## src/hw/rtl/quad_grid_point_mapper_defines.svh

```systemverilog
// Assertion macros shared by the mapper RTL.
`ifndef QUAD_GRID_POINT_MAPPER_DEFINES_SVH
`define QUAD_GRID_POINT_MAPPER_DEFINES_SVH

`ifndef SYNTHESIS
// Same-cycle implication.
`define QGPM_ASSERT_SAME(label, clk_s, rstn_s, ante, cons) \
	label: assert property (@(posedge clk_s) disable iff (!rstn_s) (ante) |-> (cons)) \
		else $error("qgpm: same-cycle check failed");
// Next-cycle implication.
`define QGPM_ASSERT_NEXT(label, clk_s, rstn_s, ante, cons) \
	label: assert property (@(posedge clk_s) disable iff (!rstn_s) (ante) |=> (cons)) \
		else $error("qgpm: next-cycle check failed");
`else
`define QGPM_ASSERT_SAME(label, clk_s, rstn_s, ante, cons)
`define QGPM_ASSERT_NEXT(label, clk_s, rstn_s, ante, cons)
`endif

`endif

```

## src/hw/rtl/qgpm_div_cell.sv

```systemverilog
// One restoring-division step for a set of lanes, registered.
module qgpm_div_cell #(
	parameter int LANES  = 1,
	parameter int DEN_W  = 8,
	parameter int Q_W    = 8,
	parameter int SIDE_W = 1
) (
	input  logic                          clk,
	input  logic                          arst_n,
	input  logic                          en,
	input  logic                          vld_i,
	input  logic [LANES-1:0][DEN_W-1:0]   rem_i,
	input  logic [LANES-1:0][DEN_W-1:0]   den_i,
	input  logic [LANES-1:0][Q_W-1:0]     lq_i,
	input  logic [SIDE_W-1:0]             side_i,
	output logic                          vld_o,
	output logic [LANES-1:0][DEN_W-1:0]   rem_o,
	output logic [LANES-1:0][DEN_W-1:0]   den_o,
	output logic [LANES-1:0][Q_W-1:0]     lq_o,
	output logic [SIDE_W-1:0]             side_o
);

	logic [LANES-1:0][DEN_W:0]   trial;
	logic [LANES-1:0][DEN_W:0]   diff;
	logic [LANES-1:0]            ge;
	logic [LANES-1:0][DEN_W-1:0] rem_nxt;
	logic [LANES-1:0][Q_W-1:0]   lq_nxt;

	logic                        vld_q;
	logic [LANES-1:0][DEN_W-1:0] rem_q;
	logic [LANES-1:0][DEN_W-1:0] den_q;
	logic [LANES-1:0][Q_W-1:0]   lq_q;
	logic [SIDE_W-1:0]           side_q;

	// shift in next dividend bit, trial subtract
	always_comb begin
		for (int l = 0; l < LANES; l++) begin
			trial[l]   = {rem_i[l], lq_i[l][Q_W-1]};
			diff[l]    = trial[l] - {1'b0, den_i[l]};
			ge[l]      = (trial[l] >= {1'b0, den_i[l]});
			rem_nxt[l] = ge[l] ? diff[l][DEN_W-1:0] : trial[l][DEN_W-1:0];
			lq_nxt[l]  = {lq_i[l][Q_W-2:0], ge[l]};
		end
	end

	always_ff @(posedge clk or negedge arst_n) begin
		if (!arst_n) begin
			vld_q <= 1'b0;
		end else if (en) begin
			vld_q <= vld_i;
		end
	end

	always_ff @(posedge clk) begin
		if (en) begin
			rem_q  <= rem_nxt;
			den_q  <= den_i;
			lq_q   <= lq_nxt;
			side_q <= side_i;
		end
	end

	assign vld_o  = vld_q;
	assign rem_o  = rem_q;
	assign den_o  = den_q;
	assign lq_o   = lq_q;
	assign side_o = side_q;

endmodule

```

## src/hw/rtl/qgpm_div_pipe.sv

```systemverilog
// Row of division cells, one quotient bit per cell, all lanes in lockstep.
module qgpm_div_pipe #(
	parameter int LANES  = 1,
	parameter int DEN_W  = 8,
	parameter int Q_W    = 8,
	parameter int SIDE_W = 1
) (
	input  logic                        clk,
	input  logic                        arst_n,
	input  logic                        en,
	input  logic                        vld_i,
	input  logic [LANES-1:0][DEN_W-1:0] rem_i,
	input  logic [LANES-1:0][DEN_W-1:0] den_i,
	input  logic [LANES-1:0][Q_W-1:0]   lq_i,
	input  logic [SIDE_W-1:0]           side_i,
	output logic                        vld_o,
	output logic [LANES-1:0][Q_W-1:0]   quot_o,
	output logic [SIDE_W-1:0]           side_o
);

	logic [Q_W:0]                        c_vld;
	logic [Q_W:0][LANES-1:0][DEN_W-1:0]  c_rem;
	logic [Q_W:0][LANES-1:0][DEN_W-1:0]  c_den;
	logic [Q_W:0][LANES-1:0][Q_W-1:0]    c_lq;
	logic [Q_W:0][SIDE_W-1:0]            c_side;

	assign c_vld[0]  = vld_i;
	assign c_rem[0]  = rem_i;
	assign c_den[0]  = den_i;
	assign c_lq[0]   = lq_i;
	assign c_side[0] = side_i;

	// cell g resolves quotient bit Q_W-1-g
	for (genvar g = 0; g < Q_W; g++) begin : g_cell
		qgpm_div_cell #(
			.LANES  (LANES),
			.DEN_W  (DEN_W),
			.Q_W    (Q_W),
			.SIDE_W (SIDE_W)
		) u_cell (
			.clk    (clk),
			.arst_n (arst_n),
			.en     (en),
			.vld_i  (c_vld[g]),
			.rem_i  (c_rem[g]),
			.den_i  (c_den[g]),
			.lq_i   (c_lq[g]),
			.side_i (c_side[g]),
			.vld_o  (c_vld[g+1]),
			.rem_o  (c_rem[g+1]),
			.den_o  (c_den[g+1]),
			.lq_o   (c_lq[g+1]),
			.side_o (c_side[g+1])
		);
	end

	assign vld_o  = c_vld[Q_W];
	assign quot_o = c_lq[Q_W];
	assign side_o = c_side[Q_W];

endmodule

```

## config.mk

```make
export PLATFORM = sky130hd
export DESIGN_NAME = qgpm_div_pipe
export DESIGN_NICKNAME = d
export VERILOG_FILES = /design/src/hw/rtl/quad_grid_point_mapper_defines.svh /design/src/hw/rtl/qgpm_div_cell.sv /design/src/hw/rtl/qgpm_div_pipe.sv
export SDC_FILE = /design/constraint.sdc
export NUM_CORES = 1
export LEC_CHECK = 0
export BUFFER_PORTS_ARGS = -buffer_cell sky130_fd_sc_hd__buf_2
export CORE_ASPECT_RATIO = 0.6
export CORE_MARGIN = 1
export CORE_UTILIZATION = 40
export CTS_CLUSTER_SIZE = 30
export DETAILED_ROUTE_END_ITERATION = 6
export HOLD_SLACK_MARGIN = 0.12
export PLACE_DENSITY = 0.53
export SLEW_MARGIN = 20
export SYNTH_ARGS = -nofsm -noshare
export SYNTH_HDL_FRONTEND = slang
export SYNTH_SLANG_ARGS = --single-unit
```

## constraint.sdc

```tcl
create_clock -name clk -period 3 [get_ports clk]
set_clock_uncertainty 0.2 [all_clocks]
set_input_delay 0.45 -clock clk [delete_from_list [all_inputs] [get_ports clk]]
set_output_delay 0.45 -clock clk [all_outputs]
set_load 0.005 [all_outputs]
```

# ---- Word level (Yosys, flattened, before mapping)
# Cells that the tools add are included.
dict set report word_totals {
  register_bits 192
  in_bits 29
  out_inout_bits 10
  elab_cells 60
}
dict set report classes {
  n_addsub 7
  n_lt_le_gt_ge 8
  n_mux 7
}
# operator count
set ops {}
lappend ops {{9-bit by 8-bit >= comparator with 1-bit output} 8}
lappend ops {{8-bit two-way mux} 7}
lappend ops {{8-bit subtractor} 7}

# ---- Depth between registers and ports, before layout
# Gate-level depths: netlist of run 1.
dict set report logic_depth {
  ltp_word 2
  mapped_depth 8
  depth_no_buf 8
}

# ---- Hierarchy
# Synthesis of run 1 repeated with hierarchy kept, for this count alone.
dict set report unflattened {
  cells_unflattened 764
  area_unflattened_um2 10477.5
}
# mod n_inst cells_each area_each_um2 seq_area_each_um2
set by_module_without_submodules {}
lappend by_module_without_submodules {{qgpm_div_cell (g_cell[1].u_cell ...)} 6 96 1307.5 775.7}
lappend by_module_without_submodules {{qgpm_div_cell (g_cell[0].u_cell)} 1 93 1326.3 775.7}
lappend by_module_without_submodules {{qgpm_div_cell (g_cell[4].u_cell)} 1 95 1306.3 775.7}

# ---- Worst setup path before layout of run 1
# OpenSTA, ideal clock, no wires.
dict set report synth_timing {
  kind {input port to flip-flop}
  startpoint {in den_i[4] in the netlist's numbering}
  endpoint {reg g_cell[0].u_cell.rem_q (netlist bit g_cell[0].u_cell.rem_o[2]), data pin}
  setup_ns 0.260
  t_arrival_ns 1.965
  required_ns 2.540
  slack_ns 0.574
  stages 8
  n_path_buf 1
  cell_sequence {inv_1 -> ha_1 -> a21o_1 -> a211oi_2 -> o21ai_1 -> a311o_1 -> buf_6 -> mux2_4}
}
# element line_no
set synth_rtl {}
lappend synth_rtl {{start: declaration} qgpm_div_pipe.sv:13} ;# input logic [LANES-1:0][DEN_W-1:0] den_i,
lappend synth_rtl {{end signal: assignment} qgpm_div_cell.sv:56} ;# rem_q <= rem_nxt;
lappend synth_rtl {{end: declaration} qgpm_div_cell.sv:30} ;# logic [LANES-1:0][DEN_W-1:0] rem_q;

==> results of run 1 <==
## stage by stage
| stage | hold WS (ps) | util (%) |
|---|---|---|
| floorplan | -45.6 | - |
| global placement | 97.8 | 43.4 |
| detailed placement | 97.8 | 43.4 |
| CTS | 122 | 46.8 |
| global route | 120 | 46.8 |
| finish | 145 | 46.8 |
## power groups by stage
stage | clock network [mW] | logic (mW) | registers [mW]
2_1_floorplan | 0 | 2.04 | 3.76
3_3_place_gp | 0 | 2.59 | 3.85
3_5_place_dp | 0 | 2.65 | 3.85
4_1_cts | 2.43 | 2.69 | 3.80
5_1_grt | 2.52 | 3.00 | 3.85
6_report | 2.36 | 2.70 | 3.79
## final cells by class
| class | instances | area, um2 |
|---|---|---|
| inverter | 84 | 315 |
| clock buffer | 18 | 429 |
| multi-input combinational | 386 | 3290 |
| fill | 2053 | 12300 |
| clock inverter | 14 | 183 |
| tap | 315 | 394 |
| timing repair buffer | 65 | 472 |
| sequential | 192 | 5730 |
## cell families (layout without fill, tap and decap cells)
family / count (synthesis) / after routing / share of synthesized area [%]
DFF: 192 / 192 / 60.8
AOI/OAI and AO/OA: 120 / 120 / 9.03
and+or+nand+nor: 108 / 108 / 6.11
buffers and inverters: 97 / 181 / 4.32
adders and majority gates: 71 / 71 / 9.99
muxes: 66 / 66 / 7.85
xor gates and xnor gates: 21 / 21 / 1.95
## worst paths after layout
path / from / to / slack (ps) / cells after the start
setup reg to reg: g_cell[0].u_cell.rem_o[5] / g_cell[1].u_cell.rem_o[6] / 230 / 6
hold / removal: rem_i[3] / g_cell[0].u_cell.rem_o[4] / 150 / 2
setup / recovery: den_i[2] / g_cell[0].u_cell.rem_o[5] / 90 / 9
max in group asynchronous: arst_n / g_cell[2].u_cell.vld_o / 2250 / 2
hold reg to reg: g_cell[5].u_cell.lq_o[3] / g_cell[6].u_cell.lq_o[4] / 220 / 0
min in group asynchronous: arst_n / g_cell[7].u_cell.vld_o / 180 / 2
## timing repair
item	in CTS	in global routing
hold endpoints to repair	25	0
setup buffers	0	0
hold buffers	18	0
## state kept, by name, summed over array words and instances (netlist names)
name / flops
g_cell.u_cell.rem_o: 56
g_cell.u_cell.vld_o: 8
g_cell.u_cell.den_o: 56
g_cell.u_cell.side_o: 8
g_cell.u_cell.lq_o: 64
## cell usage after synthesis (2+ instances only)
library cell                  n  area share (%)
sky130_fd_sc_hd__a2111oi_0    2            0.19
sky130_fd_sc_hd__a211oi_1     4            0.32
sky130_fd_sc_hd__a21boi_0     4            0.32
sky130_fd_sc_hd__a21boi_2     2            0.24
sky130_fd_sc_hd__a21o_1      14             1.1
sky130_fd_sc_hd__a21oi_1     25             1.3
sky130_fd_sc_hd__a21oi_2      3            0.28
sky130_fd_sc_hd__a221oi_1     3            0.28
sky130_fd_sc_hd__and3_1       2            0.13
sky130_fd_sc_hd__buf_4        9            0.72
sky130_fd_sc_hd__clkbuf_1     2           0.080
sky130_fd_sc_hd__dfrtp_1      8             2.1
sky130_fd_sc_hd__edfxtp_1   184              59
sky130_fd_sc_hd__fa_1         7             1.5
sky130_fd_sc_hd__ha_1        64             8.5
sky130_fd_sc_hd__inv_1       84             3.3
sky130_fd_sc_hd__mux2_2      39             4.7
sky130_fd_sc_hd__mux2_4       6            0.96
sky130_fd_sc_hd__mux2i_1     21             2.2
sky130_fd_sc_hd__nand2_1     15            0.60
sky130_fd_sc_hd__nand2b_1     8            0.53
sky130_fd_sc_hd__nand3_1     15            0.80
sky130_fd_sc_hd__nand4_1      2            0.13
sky130_fd_sc_hd__nor2_1      29             1.2
sky130_fd_sc_hd__nor2b_1     18             1.2
sky130_fd_sc_hd__nor3_1       5            0.27
sky130_fd_sc_hd__nor4_1       2            0.13
sky130_fd_sc_hd__nor4b_1      3            0.28
sky130_fd_sc_hd__o2111ai_1    2            0.19
sky130_fd_sc_hd__o211ai_1     3            0.24
sky130_fd_sc_hd__o21a_1      13             1.0
sky130_fd_sc_hd__o21ai_0     23             1.2
sky130_fd_sc_hd__o21bai_1     4            0.32
sky130_fd_sc_hd__o31a_1       8            0.74
sky130_fd_sc_hd__or4b_1       7            0.74
sky130_fd_sc_hd__xnor2_1     16             1.5
sky130_fd_sc_hd__xor2_1       5            0.46
## critical path, stage by stage
cell	delay (ps)
sky130_fd_sc_hd__dlygate4sd3_1	510
sky130_fd_sc_hd__buf_2	100
sky130_fd_sc_hd__inv_1	50
sky130_fd_sc_hd__ha_1	230
sky130_fd_sc_hd__nor2_1	180
sky130_fd_sc_hd__a21boi_0	340
sky130_fd_sc_hd__o21ai_1	110
sky130_fd_sc_hd__a311o_1	540
sky130_fd_sc_hd__mux2_4	370
## routing by layer
| metal | GRT usage (%) | wire (um) | vias to the layer above | share of wire (%) |
|---|---|---|---|---|
| met2 | 18.6 | 6280 | 101 | 37 |
| met3 | 3.09 | 649 | 15 | 3.9 |
| met5 | 0 | 0 | - | 0 |
| met1 | 24.0 | 9640 | 2525 | 57 |
| li1 | - | - | 2644 | - |
| met4 | 5.63 | 218 | 0 | 1.3 |
==> out/summary.txt, run 1 <==
FLOORPLAN
-------------------------------------------------------------------------------------
Die W                                                                          200 um
Die Y-Extent                                                                   121 um
Area of the core                                                           0.0231 mm2
Starting Density                                                                40.8%
Die Area                                                                   0.0242 mm2
Boundary pin count                                                                 39
Cell Rows                                                                          43

SYNTHESIS
-------------------------------------------------------------------------------------
Post-synthesis average cell area                                             14.0 um2
Async set-or-reset flop fraction in the synthesized netlist                     4.17%
Yosys Warn Count                                                                    0
Cell count after synthesis                                                        675
Count of cell types in the netlist                                                 51
Most used flip-flop cell after synthesis                                 sky130_fd_sc_hd__edfxtp_1
Netlist area before placement                                             0.00942 mm2
Total of flip-flops plus latches after synthesis                                  192
Number of enable-type register cells in the synthesized netlist                   184
Post-synthesis sequential area ratio                                            60.8%
Synthesized Nets                                                                  775

STA
-------------------------------------------------------------------------------------
Worst-margin pin slew                                                          616 ps
Max transition margin                                                           58.9%
Count of endpoints failing hold in the final timing report                          0
Setup WS post-layout                                                          89.1 ps
Unrepaired setup endpoints after global routing                                 false
Number of setup violations in the final report                                      0
Post-layout minimum cycle time                                                2910 ps
F_max                                                                       0.344 GHz
Number of max-slew violations in the final report                                   0
Setup_tns                                                                        0 ps
Final worst path period share                                                   97.0%

CLOCK NETWORK
-------------------------------------------------------------------------------------
Buffer depth of the longest clock path                                              2
Post-CTS resize count                                                               0
Clk sink count                                                                    192
Root buffer selected by CTS                                              sky130_fd_sc_hd__clkbuf_16
# H-tree levels                                                                     4
Clock slew seen by the registers of the worst setup and hold paths              70 ps
Total CTS buffers                                                                  17
Worst-Skew Late Latency                                                        430 ps
Clock tree from TritonCTS                                                         yes

SETUP PATH
-------------------------------------------------------------------------------------
Kind of start point of the critical path                                   input port
Start-to-end type of the worst setup path                                input port to flop
Data required time of the worst path                                          2980 ps
Critical Path End Type                                                           flop
Critical path peak fanout                                                           9
WP data arrival                                                               2890 ps

DRT
-------------------------------------------------------------------------------------
Drt first pass iters                                                                4
Total routed wirelength                                                     16,800 um
Drt drc                                                                             0
Vias post-DR                                                                    5,285
Via count normalized by instance count                                           4.92
Starting DRT DRC Count                                                            346
Post-DRT Antenna Nets                                                               0
Wire per inst                                                                 15.6 um

PLACEMENT
-------------------------------------------------------------------------------------
Post-place instance area                                                   0.0100 mm2
Port-buffer cells                                                                  38
DPL Wire Length                                                             12,200 um
Gp weighted congestion                                                          0.857
Worst slack after detailed placement                                           199 ps
Number of instances in the placed design                                        1,024

POWER AND IR DROP
-------------------------------------------------------------------------------------
Static leakage power                                                          4.33 nW
Share of total power in the clock network                                       26.7%
Switching portion of total power                                                29.7%
Cell-internal power                                                           6.22 mW
Pwr Density                                                                819 mW/mm2
Relative contribution of combinational cells to total power                     30.5%
Total Power Consumption                                                       8.85 mW
Worst IR drop on VDD                                                         0.408 mV
Sequential cell fraction of total power                                         42.9%
Reported net switching power                                                  2.63 mW

LAYOUT
-------------------------------------------------------------------------------------
Antenna diode instance count                                                        0
Most frequent standard cell in the layout excluding fill and tap cells   sky130_fd_sc_hd__edfxtp_1
Post-layout nets                                                                  846
Commonest cells after routing, fill and taps aside                       sky130_fd_sc_hd__edfxtp_1, sky130_fd_sc_hd__inv_1, sky130_fd_sc_hd__ha_1, sky130_fd_sc_hd__mux2_2, sky130_fd_sc_hd__buf_2
Cell area after layout                                                     0.0108 mm2
Share of cells above drive strength 1                                           17.3%
Signed area change from the synthesized netlist to the final layout             14.7%
Non-filler instance count after layout                                          1,074

GLOBAL ROUTING
-------------------------------------------------------------------------------------
Maximum number of pins on one net before global-route repair                       71
Global-route wire length before repair                                      27,600 um
Initial antenna violation count                                                     0
GRT Overall Usage                                                               14.8%
Vias in the first global route                                                  5,196
Remaining Overflow, GRT                                                             0

JOB
-------------------------------------------------------------------------------------
Count of max-cap constraint violations                                              0

HOLD PATH
-------------------------------------------------------------------------------------
Class of the worst hold path                                             input port to flop

RUN STATUS
-------------------------------------------------------------------------------------
Outcome                                                                     completed

Note: power is estimated with default switching activity, not from simulation.
==> run 2, diff against run 1 <==
- CTS_BUF_LIST: not set -> sky130_fd_sc_hd__clkbuf_16
==> run 2 against run 1 <==
Sequential power is essentially flat. Die area is the same. Largest power group unchanged. Non-clock buffer count is the same. Via count is the same. Sequential cell count is the same. Power is essentially flat. Largest cell class unchanged. Global-route usage is the same. Cell count is the same. Critical endpoint unchanged. Critical path depth is the same.
==> out/summary.txt, run 2 (same netlist as run 1, synthesis figures left out) <==
DRT
-------------------------------------------------------------------------------------
Via count normalized by instance count                                           4.92   unchanged
Total routed wirelength                                                     16,800 um   unchanged
Drt drc                                                                             0   unchanged
Wire per inst                                                                 15.6 um   unchanged
Starting DRT DRC Count                                                            346   unchanged
Vias post-DR                                                                    5,285   unchanged
Post-DRT Antenna Nets                                                               0   unchanged
Drt first pass iters                                                                4   unchanged

HOLD PATH
-------------------------------------------------------------------------------------
Class of the worst hold path                                             input port to flop

PLACEMENT
-------------------------------------------------------------------------------------
Port-buffer cells                                                                  38   unchanged
Gp weighted congestion                                                          0.857   unchanged
DPL Wire Length                                                             12,200 um   unchanged
Worst slack after detailed placement                                           199 ps   unchanged
Number of instances in the placed design                                        1,024   unchanged

LAYOUT
-------------------------------------------------------------------------------------
Share of cells above drive strength 1                                           17.3%   unchanged
Antenna diode instance count                                                        0   unchanged
Post-layout nets                                                                  846   unchanged
Final cell utilization of the core                                              46.8%   unchanged
Signed area change from the synthesized netlist to the final layout             14.7%   unchanged
Commonest cells after routing, fill and taps aside                       sky130_fd_sc_hd__edfxtp_1, sky130_fd_sc_hd__inv_1, sky130_fd_sc_hd__ha_1, sky130_fd_sc_hd__mux2_2, sky130_fd_sc_hd__buf_2
Flip-flop count of the largest register, all copies and words added                64   unchanged
Non-filler instance count after layout                                          1,074   unchanged
Most frequent standard cell in the layout excluding fill and tap cells   sky130_fd_sc_hd__edfxtp_1

POWER AND IR DROP
-------------------------------------------------------------------------------------
Pwr Density                                                                819 mW/mm2   about the same
Worst IR drop on VDD                                                         0.408 mV   unchanged
Static leakage power                                                          4.33 nW   about the same

STA
-------------------------------------------------------------------------------------
Post-layout minimum cycle time                                                2910 ps   unchanged
Number of setup violations in the final report                                      0   unchanged
Setup WS post-layout                                                          89.1 ps   unchanged
Unrepaired setup endpoints after global routing                                 false
Worst-margin pin slew                                                          616 ps   unchanged
Count of endpoints failing hold in the final timing report                          0   unchanged
Number of max-slew violations in the final report                                   0   unchanged
F_max                                                                       0.344 GHz   unchanged
Setup_tns                                                                        0 ps   unchanged
Max transition margin                                                           58.9%   unchanged
Final worst path period share                                                   97.0%   unchanged

GLOBAL ROUTING
-------------------------------------------------------------------------------------
Initial antenna violation count                                                     0   unchanged
Remaining Overflow, GRT                                                             0   unchanged
Global-route wire length before repair                                      27,600 um   unchanged
Maximum number of pins on one net before global-route repair                       71   unchanged
GRT Overall Usage                                                               14.8%   unchanged
Vias in the first global route                                                  5,196   unchanged

CLOCK NETWORK
-------------------------------------------------------------------------------------
Clock slew seen by the registers of the worst setup and hold paths              70 ps   about the same
Buffer depth of the longest clock path                                              2   unchanged
Root buffer selected by CTS                                              sky130_fd_sc_hd__clkbuf_16
Total CTS buffers                                                                  17   unchanged
Clock tree from TritonCTS                                                         yes
Worst-Skew Late Latency                                                        430 ps   about the same
Clk sink count                                                                    192   unchanged
# H-tree levels                                                                     4   unchanged
Post-CTS resize count                                                               0   unchanged

SETUP PATH
-------------------------------------------------------------------------------------
Critical path peak fanout                                                           9   unchanged
Standard cell with the maximum stage delay on the critical path          sky130_fd_sc_hd__a311o_1
Largest incremental delay on the critical path                                 540 ps   about the same
Cells traversed along the worst timing path                              dlygate4sd3_1 > buf_2 > inv_1 > ha_1 > nor2_1 > a21boi_0 > o21ai_1 > a311o_1 > mux2_4
Start-to-end type of the worst setup path                                input port to flop
WP data arrival                                                               2890 ps   about the same
Kind of start point of the critical path                                   input port
Count of buffer and inverter cells on the critical path                             3   unchanged
Data required time of the worst path                                          2980 ps   about the same
Critical Path End Type                                                           flop
Kind of cell adding the most delay to the critical path                  compound AO/OA/AOI/OAI gates

FLOORPLAN
-------------------------------------------------------------------------------------
Die W                                                                          200 um   unchanged
Area of the core                                                           0.0231 mm2   unchanged
Starting Density                                                                40.8%   unchanged
Die Area                                                                   0.0242 mm2   unchanged
Cell Rows                                                                          43   unchanged
Boundary pin count                                                                 39   unchanged
Die Y-Extent                                                                   121 um   unchanged

RUN STATUS
-------------------------------------------------------------------------------------
Outcome                                                                     completed

JOB
-------------------------------------------------------------------------------------
Count of max-cap constraint violations                                              0   unchanged

==> run 2: cell count changes in the layout (fill, tap and decap cells not counted) <==
cell                       change
sky130_fd_sc_hd__clkbuf_1      -1
sky130_fd_sc_hd__inv_1         +1
==> run 2: final cells by class <==
type | instances | area [um2]
Sequential cell | 192 | 5730
Fill cell | 2053 | 12300
Multi-Input combinational cell | 386 | 3290
Clock inverter | 15 | 186
Inverter | 84 | 315
Clock buffer | 17 | 425
Tap cell | 315 | 394
Timing Repair Buffer | 65 | 472
==> run 2: worst paths after layout <==
kind / start / slack (ps) / to / cells after the start
max: den_i[2] / 90 / g_cell[0].u_cell.rem_o[5] / 9
max in group asynchronous: arst_n / 2250 / g_cell[2].u_cell.vld_o / 2
min: rem_i[3] / 150 / g_cell[0].u_cell.rem_o[4] / 2
max reg2reg: g_cell[0].u_cell.rem_o[5] / 230 / g_cell[1].u_cell.rem_o[6] / 6
min reg2reg: g_cell[5].u_cell.lq_o[3] / 220 / g_cell[6].u_cell.lq_o[4] / 0
min in group asynchronous: arst_n / 180 / g_cell[7].u_cell.vld_o / 2
==> run 2: repair_timing <==
item / CTS / global route
hold buffers: 18 / 0
buffers inserted: 0 / 0
hold endpoints to repair: 25 / 0
setup endpoints to repair: 0 / 0
==> run 2: per-stage QoR <==
| stage | area (um2) | power [mW] | hold slack, ps |
|---|---|---|---|
| after global routing | 10800 | 9.37 | 120 |
| after floorplan | 9420 | 5.80 | -45.6 |
| after detailed placement | 10000 | 6.50 | 97.8 |
| after CTS | 10800 | 8.91 | 122 |
| after global placement | 10000 | 6.44 | 97.8 |
| final | 10800 | 8.85 | 145 |
==> run 2: routing by layer <==
| layer | vias to the layer above | global-route usage [%] | wire length, um |
|---|---|---|---|
| met5 | - | 0 | 0 |
| met3 | 15 | 3.09 | 649 |
| met1 | 2525 | 24.0 | 9640 |
| li1 | 2644 | - | - |
| met2 | 101 | 18.6 | 6280 |
| met4 | 0 | 5.63 | 218 |
==> run 2: worst register-to-register path, delay by kind of cell (launching register included) <==
kind                     cells  cell delay, ps
flip-flops                   1             410
multiplexers                 1             390
adder cells (fa/ha/maj)      1             420
AO/OA/AOI/OAI                4            1110
==> run 2: power by group <==
group	internal, mW	leakage (nW)	switching [mW]	total, mW
clock	1.33	0.293	1.03	2.36
sequential	3.58	1.89	0.215	3.79
combinational	1.31	2.15	1.39	2.70
